### src/sv/tkst_pkg.sv
// Shared types, constants and helpers for the top-k sum tracker.
package tkst_pkg;

  localparam int MAX_ENTRIES = 256;
  localparam int VALUE_BITS  = 32;
  localparam int IDX_W       = $clog2(MAX_ENTRIES);
  localparam int CNT_W       = $clog2(MAX_ENTRIES + 1);
  localparam int CFG_W       = 9;
  localparam int CMP_W       = (CNT_W > CFG_W) ? CNT_W : CFG_W;
  localparam int SUM_BITS    = 40;
  localparam int INDEX_BITS  = 8;
  localparam int DATA_BITS   = 32;

  localparam logic [1:0] CMD_HOLD = 2'd0;
  localparam logic [1:0] CMD_DEL  = 2'd1;
  localparam logic [1:0] CMD_INS  = 2'd2;
  localparam logic [1:0] CMD_ROT  = 2'd3;

  typedef struct packed {
    logic [IDX_W-1:0]      tag;
    logic [VALUE_BITS-1:0] value;
  } cell_t;

  typedef struct packed {
    logic [1:0] cmd;
    logic       take_right;
    logic       ge_self;
    logic       ge_left;
  } cell_ctl_t;

  // bit i is the OR of bits 0..i
  function automatic logic [MAX_ENTRIES-1:0] prefix_or(input logic [MAX_ENTRIES-1:0] v);
    logic [MAX_ENTRIES-1:0] r;
    r = v;
    for (int s = 1; s < MAX_ENTRIES; s = s * 2) begin
      r = r | (r << s);
    end
    return r;
  endfunction

endpackage

### src/sv/tkst_accum.sv
// Sum of the first k active cells as the chain rotates past the head.
module tkst_accum (
  input  logic                          clk,
  input  logic                          rst,
  input  logic                          clear,
  input  logic                          en,
  input  tkst_pkg::cell_t               head,
  input  logic [tkst_pkg::CMP_W-1:0]    neff,
  input  logic [tkst_pkg::CMP_W-1:0]    k,
  output logic [tkst_pkg::SUM_BITS-1:0] sum
);
  import tkst_pkg::*;

  logic [CMP_W-1:0] cnt;
  logic             active;
  logic             take;

  assign active = CMP_W'(head.tag) < neff;
  assign take   = active && (cnt < k);

  always_ff @(posedge clk) begin
    if (rst || clear) begin
      sum <= '0;
      cnt <= '0;
    end else if (en) begin
      if (active) begin
        cnt <= cnt + CMP_W'(1);
      end
      if (take) begin
        sum <= sum + SUM_BITS'(head.value);
      end
    end
  end

endmodule

### config.mk
export PLATFORM = sky130hd
export DESIGN_NAME = tkst_accum
export DESIGN_NICKNAME = d
export VERILOG_FILES = /design/src/sv/tkst_pkg.sv /design/src/sv/tkst_accum.sv
export SDC_FILE = /design/constraint.sdc
export NUM_CORES = 1
export LEC_CHECK = 0
export ABC_AREA = 1
export BUFFER_PORTS_ARGS = -buffer_cell sky130_fd_sc_hd__buf_2
export CAP_MARGIN = 15
export CORE_MARGIN = 1.5
export CORE_UTILIZATION = 57
export DETAILED_ROUTE_END_ITERATION = 10
export GPL_TIMING_DRIVEN = 0
export PLACE_DENSITY = 0.8
export SLEW_MARGIN = 20
export SYNTH_ARGS = -nofsm -noshare
export SYNTH_HDL_FRONTEND = slang
export SYNTH_SLANG_ARGS = --single-unit
### constraint.sdc
create_clock -name clk -period 2.2 [get_ports clk]
set_input_delay 0.44 -clock clk [delete_from_list [all_inputs] [get_ports clk]]
set_output_delay 0.44 -clock clk [all_outputs]
set_load 0.03 [all_outputs]
==> results_dict.tcl <==
set metrics [dict create \
    run_status "finished, final reports clean" \
    die_w_um 97.4 \
    netlist_instances 868 \
    leakage_nw 3.33 \
    portBuffers 101 \
    die_h_um 97.4 \
    layout_commonest_cell "nand2_1" \
    coreArea_um2 8680 \
    setup_viol 0 \
    fill_cells 890 \
    fin_crit_ps 2040 \
    final_util_pct 67.8 \
    fin_crit_sh_pct 92.8 \
    skew_ps 7.42 \
    final_cell_mix "264 x nand2_1, 153 x inv_1, 107 x nor2_1" \
    synth_top_flop_cell "dfxtp_1" \
    drt-total-wl_um 13800 \
    dr.pass1.iters 5 \
    clk_path_buf_depth 2 \
    syn-mean-instance-area_um2 5.85 \
    gp_congestion 0.979 \
    dpl.hpwl_um 11600 \
    grt_pass1_wl_um 23100 \
    worstMarginPinSlew_ps 832 \
    drt_iter0_markers 302 \
    crit_buf_inv 1 \
    ys_types 31 \
    syn-cell-area_um2 5070 \
    clkLatencyLatePin_ps 310 \
    cts_htree_levels 2 \
    drc 0 \
    crit_family "simple AND/OR/NAND/NOR gates" \
    synth_edf_count 0 \
    tns_ps 0 \
    grt_pass1_vias 5100 \
    cp_slowest_cell "fa_2" \
    cts_tree "yes" \
    wl_per_cell_um 12.7 \
    final_net_count 1089 \
    grt_max_degree 17 \
    yosys_warnings 0 \
    worstSetupPathType "reg -> reg" \
    gr-usage-all-layers_pct 29.7 \
    postCtsHoldBufs 0 \
    critPathMostFrequentCell "nand2_1" \
    drv_slew 0 \
    max_freq_ghz 0.490 \
    antenna_found_initial 0 \
    ios 102 \
    pre_cts_ws_ps -340 \
    avgViaCountPerCell 5.10 \
    ant_nets 0 \
    hold_viol 0 \
    die-area_um2 9480 \
    cts-root-buf "clkbuf_8" \
    async_flop_share_pct 0 \
    clk_pin_slew_ps 100 \
    area_delta_synth_final_pct 15.9 \
    crit_chain "ha_2, fa_2, nand2_2, nand3_1, nand2_2, nor2_1, o21ai_1, nand2_1, nand2_1, nand3_1, nand2_1, inv_1" \
    grt-ovfl-total 0 \
    whs_ps 498 \
    ys_ff_latch 49 \
    num_antenna_cells 0 \
    start_util_pct 58.5 \
    setup_ws_ps 159 \
    clock_sinks 49 \
    slew-limit-headroom_pct 44.3 \
    cts_buffers 5 \
    start_kind "flop" \
    cp_slowest_stage_delay_ps 410 \
    hp-class "in -> reg" \
    vias 5549 \
    vdd_drop_max_uv 255 \
    crit_fanout 3 \
    synthesis.nets 979 \
    seq_area_frac_synth_pct 19.3 \
    cellPowerDensity_nw_per_um2 433 \
    drive_gt1_share_pct 17.3 \
    crit_arrival_ps 2260 \
    rows 34 \
    critPathRequiredTime_ps 2420 \
    maxCapViolations 0 \
    end_kind "flop" \
]
-- final cells by class --
class	count	area, um2	area share [%]
Multi-Input combinational cell	651	3450	58.6
Sequential cell	49	981	16.7
Inverter	155	582	9.89
Timing Repair Buffer	103	520	8.85
Tap cell	108	135	2.30
Buffer	13	103	1.74
Clock buffer	5	68.8	1.17
Clock inverter	3	46.3	0.787
-- cells in the mapped netlist, types with 2 or more instances --
cell      number  share of area [%]
nand2_1      270                 20
a21oi_2       20                3.5
xor2_1         4               0.69
buf_4          2               0.30
nand2_2        6               0.74
nor4_1         3               0.37
xnor2_1       18                3.1
inv_1        153                 11
nand3_2        4               0.79
nand3_1       51                5.0
o21bai_1       2               0.30
ha_1          48                 12
o21a_1         2               0.30
a21oi_1       55                5.4
o21ai_0       40                3.9
nand4_1        3               0.37
nor3_1         9               0.89
buf_6          6                1.3
dfxtp_1       49                 19
inv_2          2               0.15
clkbuf_1       4               0.30
nor2_1       108                8.0
-- per-layer routing --
metal  global-route usage (%)  wire length, um  vias up
met5                        0                0        -
met4                     8.02              257        0
met3                     4.39              945       18
met2                     49.7             6150      157
met1                     40.1             6480     2445
li1                         -                -     2929
-- kinds of logic (layout without fill, tap and decap cells) --
logic type	count (synthesis)	after routing	synth area share, %
AND/OR/NAND/NOR	458	458	37.2
buffers and inverters	168	279	13.5
XOR/XNOR	22	22	3.80
adder cells (fa/ha/maj)	49	49	12.2
AO/OA/AOI/OAI	122	122	14.0
flip-flops	49	49	19.3
-- flip-flops by register name, indices dropped and copies added, names as in the netlist --
name	flops
cnt	9
sum	40
-- stage by stage --
stage,cell area (um2),total power (W),std cells
final,5880,0.00254,1087
after global routing,5880,0.00270,1087
after CTS,5840,0.00255,1085
after detailed placement,5720,0.00186,1077
after global placement,5720,0.00186,1077
after floorplan,5070,0.00162,868
-- path summary, 6_finish.rpt --
path         cells after the start  slack [ps]     from  endpoint
min reg2reg                      2         500   cnt[6]    cnt[6]
min                              4         500  head[0]    sum[0]
max                             12         160   sum[0]   sum[28]
max reg2reg                     12         160   sum[0]   sum[28]
-- power by group --
group / switching, W / internal [W]
registers: 0.0000260 / 0.000921
clock network: 0.000339 / 0.000341
logic: 0.000595 / 0.000323
total: 0.000960 / 0.00158
-- tightest hold or removal path, cell delays in order --
cell and delay [ps]:
buf_2 80, ha_2 140, nor2_1 40, nor2_1 80
-- repair_timing --
item / in CTS / in global routing
gates resized for setup: 3 / 10
endpoints found under the setup margin: 2 / 5
buffers inserted: 0 / 2
pin swaps: 0 / 2
endpoints found under the hold margin: 0 / 0
No activity file was read; power rests on OpenSTA's default activity.
