## src/sv/tkst_pkg.sv

```systemverilog
// Shared types, constants and helpers for the top-k sum tracker.
package tkst_pkg;

  localparam int MAX_ENTRIES = 256;
  localparam int VALUE_BITS  = 32;
  localparam int IDX_W       = $clog2(MAX_ENTRIES);
  localparam int CNT_W       = $clog2(MAX_ENTRIES + 1);
  localparam int CFG_W       = 9;
  localparam int CMP_W       = (CNT_W > CFG_W) ? CNT_W : CFG_W;
  localparam int SUM_BITS    = 40;
  localparam int INDEX_BITS  = 8;
  localparam int DATA_BITS   = 32;

  localparam logic [1:0] CMD_HOLD = 2'd0;
  localparam logic [1:0] CMD_DEL  = 2'd1;
  localparam logic [1:0] CMD_INS  = 2'd2;
  localparam logic [1:0] CMD_ROT  = 2'd3;

  typedef struct packed {
    logic [IDX_W-1:0]      tag;
    logic [VALUE_BITS-1:0] value;
  } cell_t;

  typedef struct packed {
    logic [1:0] cmd;
    logic       take_right;
    logic       ge_self;
    logic       ge_left;
  } cell_ctl_t;

  // bit i is the OR of bits 0..i
  function automatic logic [MAX_ENTRIES-1:0] prefix_or(input logic [MAX_ENTRIES-1:0] v);
    logic [MAX_ENTRIES-1:0] r;
    r = v;
    for (int s = 1; s < MAX_ENTRIES; s = s * 2) begin
      r = r | (r << s);
    end
    return r;
  endfunction

endpackage

```

## src/sv/tkst_cell.sv

```systemverilog
// One cell of the sorted chain: holds a value and its entry tag.
module tkst_cell (
  input  logic                          clk,
  input  logic                          rst,
  input  logic [tkst_pkg::IDX_W-1:0]    reset_tag,
  input  tkst_pkg::cell_ctl_t           ctl,
  input  tkst_pkg::cell_t               left,
  input  tkst_pkg::cell_t               right,
  input  tkst_pkg::cell_t               insert_item,
  output tkst_pkg::cell_t               data
);
  import tkst_pkg::*;

  cell_t data_next;

  always_comb begin
    unique case (ctl.cmd)
      CMD_DEL: data_next = ctl.take_right ? right : data;
      CMD_INS: data_next = ctl.ge_self ? data : (ctl.ge_left ? insert_item : left);
      CMD_ROT: data_next = right;
      default: data_next = data;
    endcase
  end

  always_ff @(posedge clk) begin
    if (rst) begin
      data.tag   <= reset_tag;
      data.value <= '0;
    end else begin
      data <= data_next;
    end
  end

endmodule

```

## config.mk

```make
export PLATFORM = sky130hd
export DESIGN_NAME = tkst_cell
export DESIGN_NICKNAME = d
export VERILOG_FILES = /design/src/sv/tkst_pkg.sv /design/src/sv/tkst_cell.sv
export SDC_FILE = /design/constraint.sdc
export NUM_CORES = 1
export LEC_CHECK = 0
export BUFFER_PORTS_ARGS = -buffer_cell sky130_fd_sc_hd__clkbuf_2
export CAP_MARGIN = 0
export CORE_MARGIN = 5
export CORE_UTILIZATION = 40
export DETAILED_ROUTE_END_ITERATION = 7
export PLACE_DENSITY = 0.85
export SKIP_CTS_REPAIR_TIMING = 1
export SLEW_MARGIN = 15
export SYNTH_ARGS = -nofsm -noshare
export SYNTH_HDL_FRONTEND = slang
export SYNTH_SLANG_ARGS = --single-unit
```

## constraint.sdc

```tcl
create_clock -name clk -period 2.1 [get_ports clk]
set_clock_uncertainty 0.1 [all_clocks]
set_input_delay 0.21 -clock clk [delete_from_list [all_inputs] [get_ports clk]]
set_output_delay 0.21 -clock clk [all_outputs]
set_load 0.1 [all_outputs]
```

==> reports/results.txt, run 1 <==
Routed WL per cell = 14.1 um
Setup Total Neg Slack = 0 ns
# setup viols final = 0
Hold Path Class = in -> reg
DRT Pass-1 Iters = 4
area fraction of the dominant cell type after synthesis = 0.278
Max IR drop VDD = 0.322 mV
starting density of the core = 0.416
via count = 2136
final WL = 6080 um
Die H = 85.9 um
final slew viol count = 0
largest delay contributor family on the critical path = compound AO/OA/AOI/OAI gates
Nets = 495
Area contributors post-synth = dfxtp_1, mux2_1, mux2i_1, o2bb2ai_1, edfxtp_1
DP Wirelength = 5020 um
residual DRC count = 0
Tmin final = 1.42 ns
Worst R2R End = data[7]
P_leak = 0.00157 uW
CP Launch Point = ctl[4]
RSZ-0062 raised after global routing = no
pwr dens = 701 mW/mm^2
PortBufs = 174
startpoint types = input pin
die width = 85.9 um
slew margin rel. = 0.478
worst-margin pin slew = 0.783 ns
ANT cells = 0
CP max-delay cell = o21bai_2
clk slew on worst S/H paths = 0.06 ns
Post-DP Area = 0.00318 mm^2
core footprint = 0.00554 mm^2
internal reg-to-reg setup slack = 1.42 ns
CTS sink cnt = 40
CTS tree = yes
# rows = 27
Crit. End Element = register
Seq/Total Area, Yosys = 0.383
GRT Util Overall = 0.162
share of cells above drive strength 1 = 0.526
root buffer cell = clkbuf_8
crit path buf inv count = 2
Synth Cell Area = 0.00230 mm^2
Num CTS Buffers = 5
gp weighted congestion = 0.722
fmax = 0.704 GHz
FFs w/ async S/R, synth = 0
Post-synth EDFFs = 8
Avg Cell Area, Syn = 12.1 um^2
Syn Nets = 326
worst r2r src = data[7]
H-tree depth = 2
Hold Vio Cnt, Final = 0
Clock Latency Late Sink = 0.27 ns
critical path type = in -> reg
grt total ovfl = 0
Top reg by flops = data
initial antenna violation count = 0
Synth Flop Type = dfxtp_1
leading area contributor after synthesis = dfxtp_1
worst setup path endpoint = data[11]
CP max FO = 17
DRT iter0 DRCs = 21
Syn Inst Count = 191
Routed Antenna Nets = 0
CP Depth = 5
top flop regs = data: 40 flops
max cap viols = 0
die area = 0.00737 mm^2
io pins = 175
reg2reg path depth = 1
Max Root-Sink Buffers = 2
pin count of the biggest net entering global routing = 41
Power Total = 2280 uW
P&R area growth vs syn = 41.5%
vias per cell = 4.96
crit-path max cell delay = 0.62 ns
CP Cell Sequence = clkbuf_2 -> o21a_1 -> o21bai_2 -> buf_12 -> o2bb2ai_1
Final Cell Area = 0.00326 mm^2
Worst EP arrival = 1.48 ns
max reg flops = 40
# fillers = 518
first-pass GRT wire length = 9700 um
Cell variety after synth = 17
Worst Path Required = 2.16 ns
Synthesis Warnings = 0
WHS = 0.0961 ns
run status = finished, final reports clean
synth cell count leaders = mux2_1, mux2i_1, dfxtp_1, o2bb2ai_1, buf_6
vias in the first global route = 2253
Final Cycle Share = 0.676
#FFs+latches synth = 40
metrics by stage:
step | util | cells | worst slack (ns)
final | 0.588 | 431 | 0.680
after global routing | 0.588 | 431 | 0.578
after CTS | 0.588 | 431 | 0.636
after detailed placement | 0.575 | 425 | 0.340
after global placement | 0.575 | 425 | 0.417
after floorplan | - | 191 | 0.819
how the worst min path moves through the flow:
stage               end  slack (ns)  depth (start not counted)      start
2_1_floorplan   data[0]        0.29                          2   right[0]
3_3_place_gp    data[4]        0.34                          1    data[4]
3_5_place_dp    data[3]        0.35                          1    data[3]
4_1_cts        data[18]        0.09                          3  right[18]
5_1_grt        data[26]        0.09                          3  right[26]
6_report       data[23]         0.1                          3  right[23]
cell type report:
| class | instances | area [um^2] | share of cell area |
|---|---|---|---|
| multi-input combinational | 133 | 1260 | 0.388 |
| inverter | 1 | 3.75 | 0.00115 |
| clock buffer | 6 | 72.6 | 0.0223 |
| sequential | 40 | 881 | 0.270 |
| timing repair buffer | 179 | 946 | 0.290 |
| tap | 72 | 90.1 | 0.0277 |
cells in the final DEF, fill, tap and decap left out:
cell	Yosys	layout
clkbuf_8	0	5
o2bb2ai_1	32	32
edfxtp_1	8	8
nor3_4	1	1
o21bai_2	1	1
o21a_1	1	1
o21ai_1	8	8
clkbuf_2	0	174
nand2_1	8	8
buf_4	1	2
buf_12	0	3
mux2i_1	40	40
nor2b_4	1	2
dfxtp_1	32	32
clkbuf_1	1	1
inv_2	1	1
mux2_1	40	40
cell families (layout without fill, tap and decap cells):
group	count (synthesis)	after routing	synth area share
AO/OA/AOI/OAI	42	42	0.147
multiplexers	80	80	0.370
flip-flops	40	40	0.383
AND/OR/NAND/NOR	11	11	0.0288
buffers and inverters	18	186	0.0717
routing by layer:
metal,routed length [um],share of wire,GRT usage
met3,687,0.11,0.0557
met4,51,0.0084,0.0388
met2,3210,0.53,0.318
met1,2130,0.35,0.159
met5,0,0,0
where the power goes:
group	switching, uW	internal, uW	total (uW)	leakage (uW)
sequential	31.6	859	891	0.000347
clock	216	221	437	0.0000371
combinational	703	254	957	0.00119
Power figures use the tool's default switching activity.
==> run 2, diff against run 1 <==
--- a/config.mk
+++ b/config.mk
@@ -5,12 +5,13 @@
 export SDC_FILE = /design/constraint.sdc
 export NUM_CORES = 1
 export LEC_CHECK = 0
+export ABC_AREA = 1
 export BUFFER_PORTS_ARGS = -buffer_cell sky130_fd_sc_hd__clkbuf_2
 export CAP_MARGIN = 0
 export CORE_MARGIN = 5
-export CORE_UTILIZATION = 40
+export CORE_UTILIZATION = 38
 export DETAILED_ROUTE_END_ITERATION = 7
-export PLACE_DENSITY = 0.85
+export PLACE_DENSITY = 0.83
 export SKIP_CTS_REPAIR_TIMING = 1
 export SLEW_MARGIN = 15
 export SYNTH_ARGS = -nofsm -noshare
==> constraint.sdc (replaced) <==
create_clock -name clk -period 1.3 [get_ports clk]
set_clock_uncertainty 0.1 [all_clocks]
set_input_delay 0.13 -clock clk [delete_from_list [all_inputs] [get_ports clk]]
set_output_delay 0.13 -clock clk [all_outputs]
set_load 0.1 [all_outputs]
==> reports/results.txt, run 2 <==
Max Root-Sink Buffers = 2 (unchanged)
Final Cell Area = 0.00418 mm^2 (+28%)
Num CTS Buffers = 5 (unchanged)
Hold Path Class = in -> reg
CP max-delay cell = edfxtp_1
worst-margin pin slew = 0.368 ns (-0.415 ns)
io pins = 175 (unchanged)
# rows = 29 (+7.4%)
first-pass GRT wire length = 14000 um (+44%)
crit-path max cell delay = 0.44 ns (-0.18 ns)
Routed WL per cell = 12.6 um (-11%)
Worst Hold Path Cells = 5 (+2)
Avg Cell Area, Syn = 5.87 um^2 (-51%)
RSZ-0062 raised after global routing = no
Clock Latency Late Sink = 0.28 ns (about the same)
DRT Pass-1 Iters = 4 (unchanged)
leading area contributor after synthesis = nand2_1
Max IR drop VDD = 0.501 mV (+56%)
P_leak = 0.00238 uW (+51%)
CP max FO = 1 (-16)
commonest non-fill, non-tap cell in the layout = nand2_1
Syn Nets = 565 (+73%)
Setup Total Neg Slack = 0 ns (unchanged)
slew margin rel. = 0.755 (+0.277)
Final Instance Count excl. Fillers = 675 (+57%)
Crit. End Element = output port
pwr dens = 1030 mW/mm^2 (+47%)
gp weighted congestion = 0.777 (+7.5%)
area fraction of the dominant cell type after synthesis = 0.383 (+0.105)
fmax = 0.874 GHz
reg2reg path depth = 4 (+3)
starting density of the core = 0.393 (-0.0222)
via count = 3173 (+49%)
DRT iter0 DRCs = 114 (+440%)
Die H = 91.5 um (+6.6%)
FFs w/ async S/R, synth = 0 (unchanged)
count leader, synth = nand2_1
Seq/Total Area, Yosys = 0.349 (-0.0339)
ANT cells = 0 (unchanged)
residual DRC count = 0 (unchanged)
die area = 0.00838 mm^2 (+14%)
#FFs+latches synth = 40 (unchanged)
P&R area growth vs syn = 65.3%
CTS tree = yes
largest delay contributor family on the critical path = flip-flops
Synth Cell Area = 0.00253 mm^2 (+9.7%)
Power Total = 4310 uW (+89%)
critical path type = reg -> out
H-tree depth = 2 (unchanged)
PortBufs = 174 (unchanged)
Post-DP Area = 0.00409 mm^2 (+29%)
vias per cell = 4.70 (-5.1%)
Routed Antenna Nets = 0 (unchanged)
Nets = 732 (+48%)
DP Wirelength = 6880 um (+37%)
Area contributors post-synth = nand2_1, dfxtp_1, edfxtp_1, nor2_1, nand3_1
Syn Inst Count = 430 (+130%)
Post-synth EDFFs = 8 (unchanged)
pin count of the biggest net entering global routing = 31 (-24%)
max cap viols = 0 (unchanged)
CP Cell Sequence = buf_12
Cell variety after synth = 16 (-1)
CTS sink cnt = 40 (unchanged)
final slew viol count = 0 (unchanged)
CP Depth = 1 (-4)
share of cells above drive strength 1 = 0.393 (-0.133)
initial antenna violation count = 0 (unchanged)
Tmin final = 1.14 ns
final WL = 8510 um (+40%)
clk slew on worst S/H paths = 0.08 ns (+0.02 ns)
startpoint types = register
Worst EP arrival = 0.91 ns (-0.57 ns)
run status = finished, final reports clean
die width = 91.5 um (+6.6%)
internal reg-to-reg setup slack = 0.53 ns (-0.89 ns)
synth cell count leaders = nand2_1, nor2_1, dfxtp_1, nand3_1, buf_2
most frequent cells in the layout = nand2_1, clkbuf_2, buf_12
# placed instances = 667 (+57%)
# setup viols final = 0 (unchanged)
GRT Util Overall = 0.200 (+0.0380)
core footprint = 0.00642 mm^2 (+16%)
Top reg by flops = data
crit path buf inv count = 1 (-1)
max reg flops = 40 (unchanged)
Hold Vio Cnt, Final = 0 (unchanged)
grt total ovfl = 0 (unchanged)
top flop regs = data: 40 flops
Synth Flop Type = dfxtp_1
Synthesis Warnings = 0 (unchanged)
root buffer cell = clkbuf_8
vias in the first global route = 3173 (+41%)
Final Cycle Share = 0.880
Worst Path Required = 1.07 ns (-1.09 ns)
## run 2: final cells by class
class	instances	area [um^2]
fillers	572	2250
repair buffers	188	1610
multi-input cells	350	1420
flip-flops and latches	40	921
well taps	77	96.3
clock buffers	5	68.8
inverters	12	45.0
clock inverters	3	13.8
## run 2: kinds of logic (layout without fill, tap and decap cells)
| logic type | count (synthesis) | in the layout | synth area share |
|---|---|---|---|
| flops | 40 | 40 | 0.349 |
| simple gates | 326 | 326 | 0.514 |
| compound gates | 24 | 24 | 0.0476 |
| buf+inv | 40 | 208 | 0.0901 |
## run 2: power by group
| group | total [uW] | switching, uW | internal, uW |
|---|---|---|---|
| registers | 1510 | 110 | 1400 |
| logic | 2000 | 1250 | 748 |
| clock network | 793 | 428 | 365 |
## run 2: final timing paths
| path | startpoint | end |
|---|---|---|
| worst max-delay path | data[32] | data[32] |
| worst min-delay path | right[26] | data[26] |
| worst min register to register | data[0] | data[0] |
| worst max register to register | data[20] | data[20] |
## run 2: routing by layer
layer | vias up | wire, um | global-route usage | share of wire
met1 | 1408 | 3090 | 0.211 | 0.36
met2 | 114 | 4640 | 0.385 | 0.55
met3 | 8 | 675 | 0.0471 | 0.079
met5 | - | 0 | 0 | 0
met4 | 0 | 93 | 0.0628 | 0.011
li1 | 1643 | - | - | -
## run 2: worst reg2reg max path: stages (launching register included)
cell	delay (ns)
dfxtp_2	0.37
inv_1	0.05
nand2_1	0.06
nand2_1	0.04
nor2_1	0.10
## run 2: metrics by stage
| step | hold slack (ns) | setup WS, ns | utilization |
|---|---|---|---|
| 3_5_place_dp | 0.325 | 0.00719 | 0.637 |
| 5_1_grt | 0.0447 | 0.128 | 0.650 |
| 3_3_place_gp | 0.316 | 0.0491 | 0.637 |
| 6_report | 0.0312 | 0.156 | 0.650 |
| 4_1_cts | 0.0197 | 0.136 | 0.650 |
| 2_1_floorplan | 0.225 | 0.100 | - |
==> run 3, diff against run 2 <==
--- a/config.mk
+++ b/config.mk
@@ -11,6 +11,7 @@
 export CORE_MARGIN = 5
 export CORE_UTILIZATION = 38
 export DETAILED_ROUTE_END_ITERATION = 7
+export HOLD_SLACK_MARGIN = 0.12
 export PLACE_DENSITY = 0.83
 export SKIP_CTS_REPAIR_TIMING = 1
 export SLEW_MARGIN = 15
==> reports/results.txt, run 3 (synthesis results as in run 2) <==
run status = finished, final reports clean
final WL = 9750 um (+15%)
Max Root-Sink Buffers = 2 (unchanged)
initial antenna violation count = 0 (unchanged)
Final Instance Count excl. Fillers = 712 (+5.5%)
max reg flops = 40 (unchanged)
Crit. End Element = output port
DRT iter0 DRCs = 116 (+1.8%)
top flop regs = data: 40 flops
Worst Path Required = 1.07 ns (about the same)
Nets = 768 (+4.9%)
CP max FO = 1 (unchanged)
most frequent cells in the layout = nand2_1, clkbuf_2, buf_12
root buffer cell = clkbuf_8
RSZ-0062 raised after global routing = no
gp weighted congestion = 0.777 (unchanged)
Worst EP arrival = 0.91 ns (about the same)
Clock Latency Late Sink = 0.28 ns (about the same)
io pins = 175 (unchanged)
startpoint types = register
Power Total = 4420 uW (+2.6%)
Tmin final = 1.14 ns (-0.000158 ns)
worst-margin pin slew = 0.365 ns (-0.00270 ns)
commonest non-fill, non-tap cell in the layout = nand2_1
die area = 0.00838 mm^2 (unchanged)
CTS tree = yes
via count = 3404 (+7.3%)
Setup Total Neg Slack = 0 ns (unchanged)
die width = 91.5 um (unchanged)
Hold Vio Cnt, Final = 0 (unchanged)
P_leak = 0.00253 uW (+6.3%)
slew margin rel. = 0.757 (+0.00180)
Top reg by flops = data
vias in the first global route = 3173 (unchanged)
vias per cell = 4.78 (+1.7%)
Die H = 91.5 um (unchanged)
largest delay contributor family on the critical path = flip-flops
Routed WL per cell = 13.7 um (+8.6%)
# fillers = 514 (-10%)
DP Wirelength = 6880 um (unchanged)
Sequential cell area = 921 um^2 (unchanged)
DRT Pass-1 Iters = 5 (+1)
critical path type = reg -> out
Num CTS Buffers = 5 (unchanged)
final setup margin = 0.156 ns (+0.000158 ns)
# rows = 29 (unchanged)
Routed Antenna Nets = 0 (unchanged)
share of cells above drive strength 1 = 0.371 (-0.0223)
crit-path max cell delay = 0.44 ns (about the same)
PortBufs = 174 (unchanged)
residual DRC count = 0 (unchanged)
core footprint = 0.00642 mm^2 (unchanged)
CP Cell Sequence = buf_12
pin count of the biggest net entering global routing = 31 (unchanged)
GRT Util Overall = 0.200 (unchanged)
clk slew on worst S/H paths = 0.08 ns (about the same)
fmax = 0.874 GHz (about the same)
starting density of the core = 0.393 (unchanged)
grt total ovfl = 0 (unchanged)
pwr dens = 974 mW/mm^2 (-5.6%)
Hold Path Class = in -> reg
Max IR drop VDD = 0.511 mV (+2.0%)
max cap viols = 0 (unchanged)
first-pass GRT wire length = 14000 um (unchanged)
CTS sink cnt = 40 (unchanged)
# placed instances = 667 (unchanged)
Multi-input gate area = 0.00142 mm^2 (unchanged)
# setup viols final = 0 (unchanged)
H-tree depth = 2 (unchanged)
Setup WS pre-CTS = 0.00719 ns (unchanged)
Final Cycle Share = 0.880 (about the same)
final slew viol count = 0 (unchanged)
P&R area growth vs syn = 79.7%
crit path buf inv count = 1 (unchanged)
CP max-delay cell = edfxtp_1
run 3: changes by cell type in the layout (fill, tap and decap cells not counted):
cell | before | now
diode_2 | 0 | 1
dlygate4sd3_1 | 0 | 36
run 3: worst paths after layout:
kind                            depth (start not counted)       from  slack, ns        to
worst max-delay path                                    1   data[32]       0.16  data[32]
worst min-delay path                                    5  right[18]       0.07  data[18]
worst max register to register                          4   data[20]       0.53  data[20]
worst min register to register                          2    data[0]       0.39   data[0]
run 3: routing by layer:
metal,track usage,wire [um],vias up
met3,0.0471,762,24
met5,0,0,-
li1,-,-,1713
met4,0.0628,255,0
met1,0.211,3470,1516
met2,0.385,5260,151
run 3: report_power, final:
group          internal, uW  switching (uW)  leakage, uW
sequential             1400             110     0.000356
combinational           818            1290      0.00212
clock                   365             437    0.0000453
run 3: cell type report:
cell class / instances / share of cell area
multi-input cells: 350 / 0.312
diodes: 1 / 0.000551
repair buffers: 224 / 0.435
flip-flops and latches: 40 / 0.203
inverters: 12 / 0.00992
well taps: 77 / 0.0212
clock buffers: 5 / 0.0152
clock inverters: 3 / 0.00303
run 3: metrics by stage:
step	utilization	hold slack (ns)	area, um^2
after floorplan	-	0.225	2570
after global placement	0.637	0.316	4090
after detailed placement	0.637	0.325	4090
after CTS	0.650	0.0197	4180
after global routing	0.706	0.125	4540
final	0.707	0.0748	4540
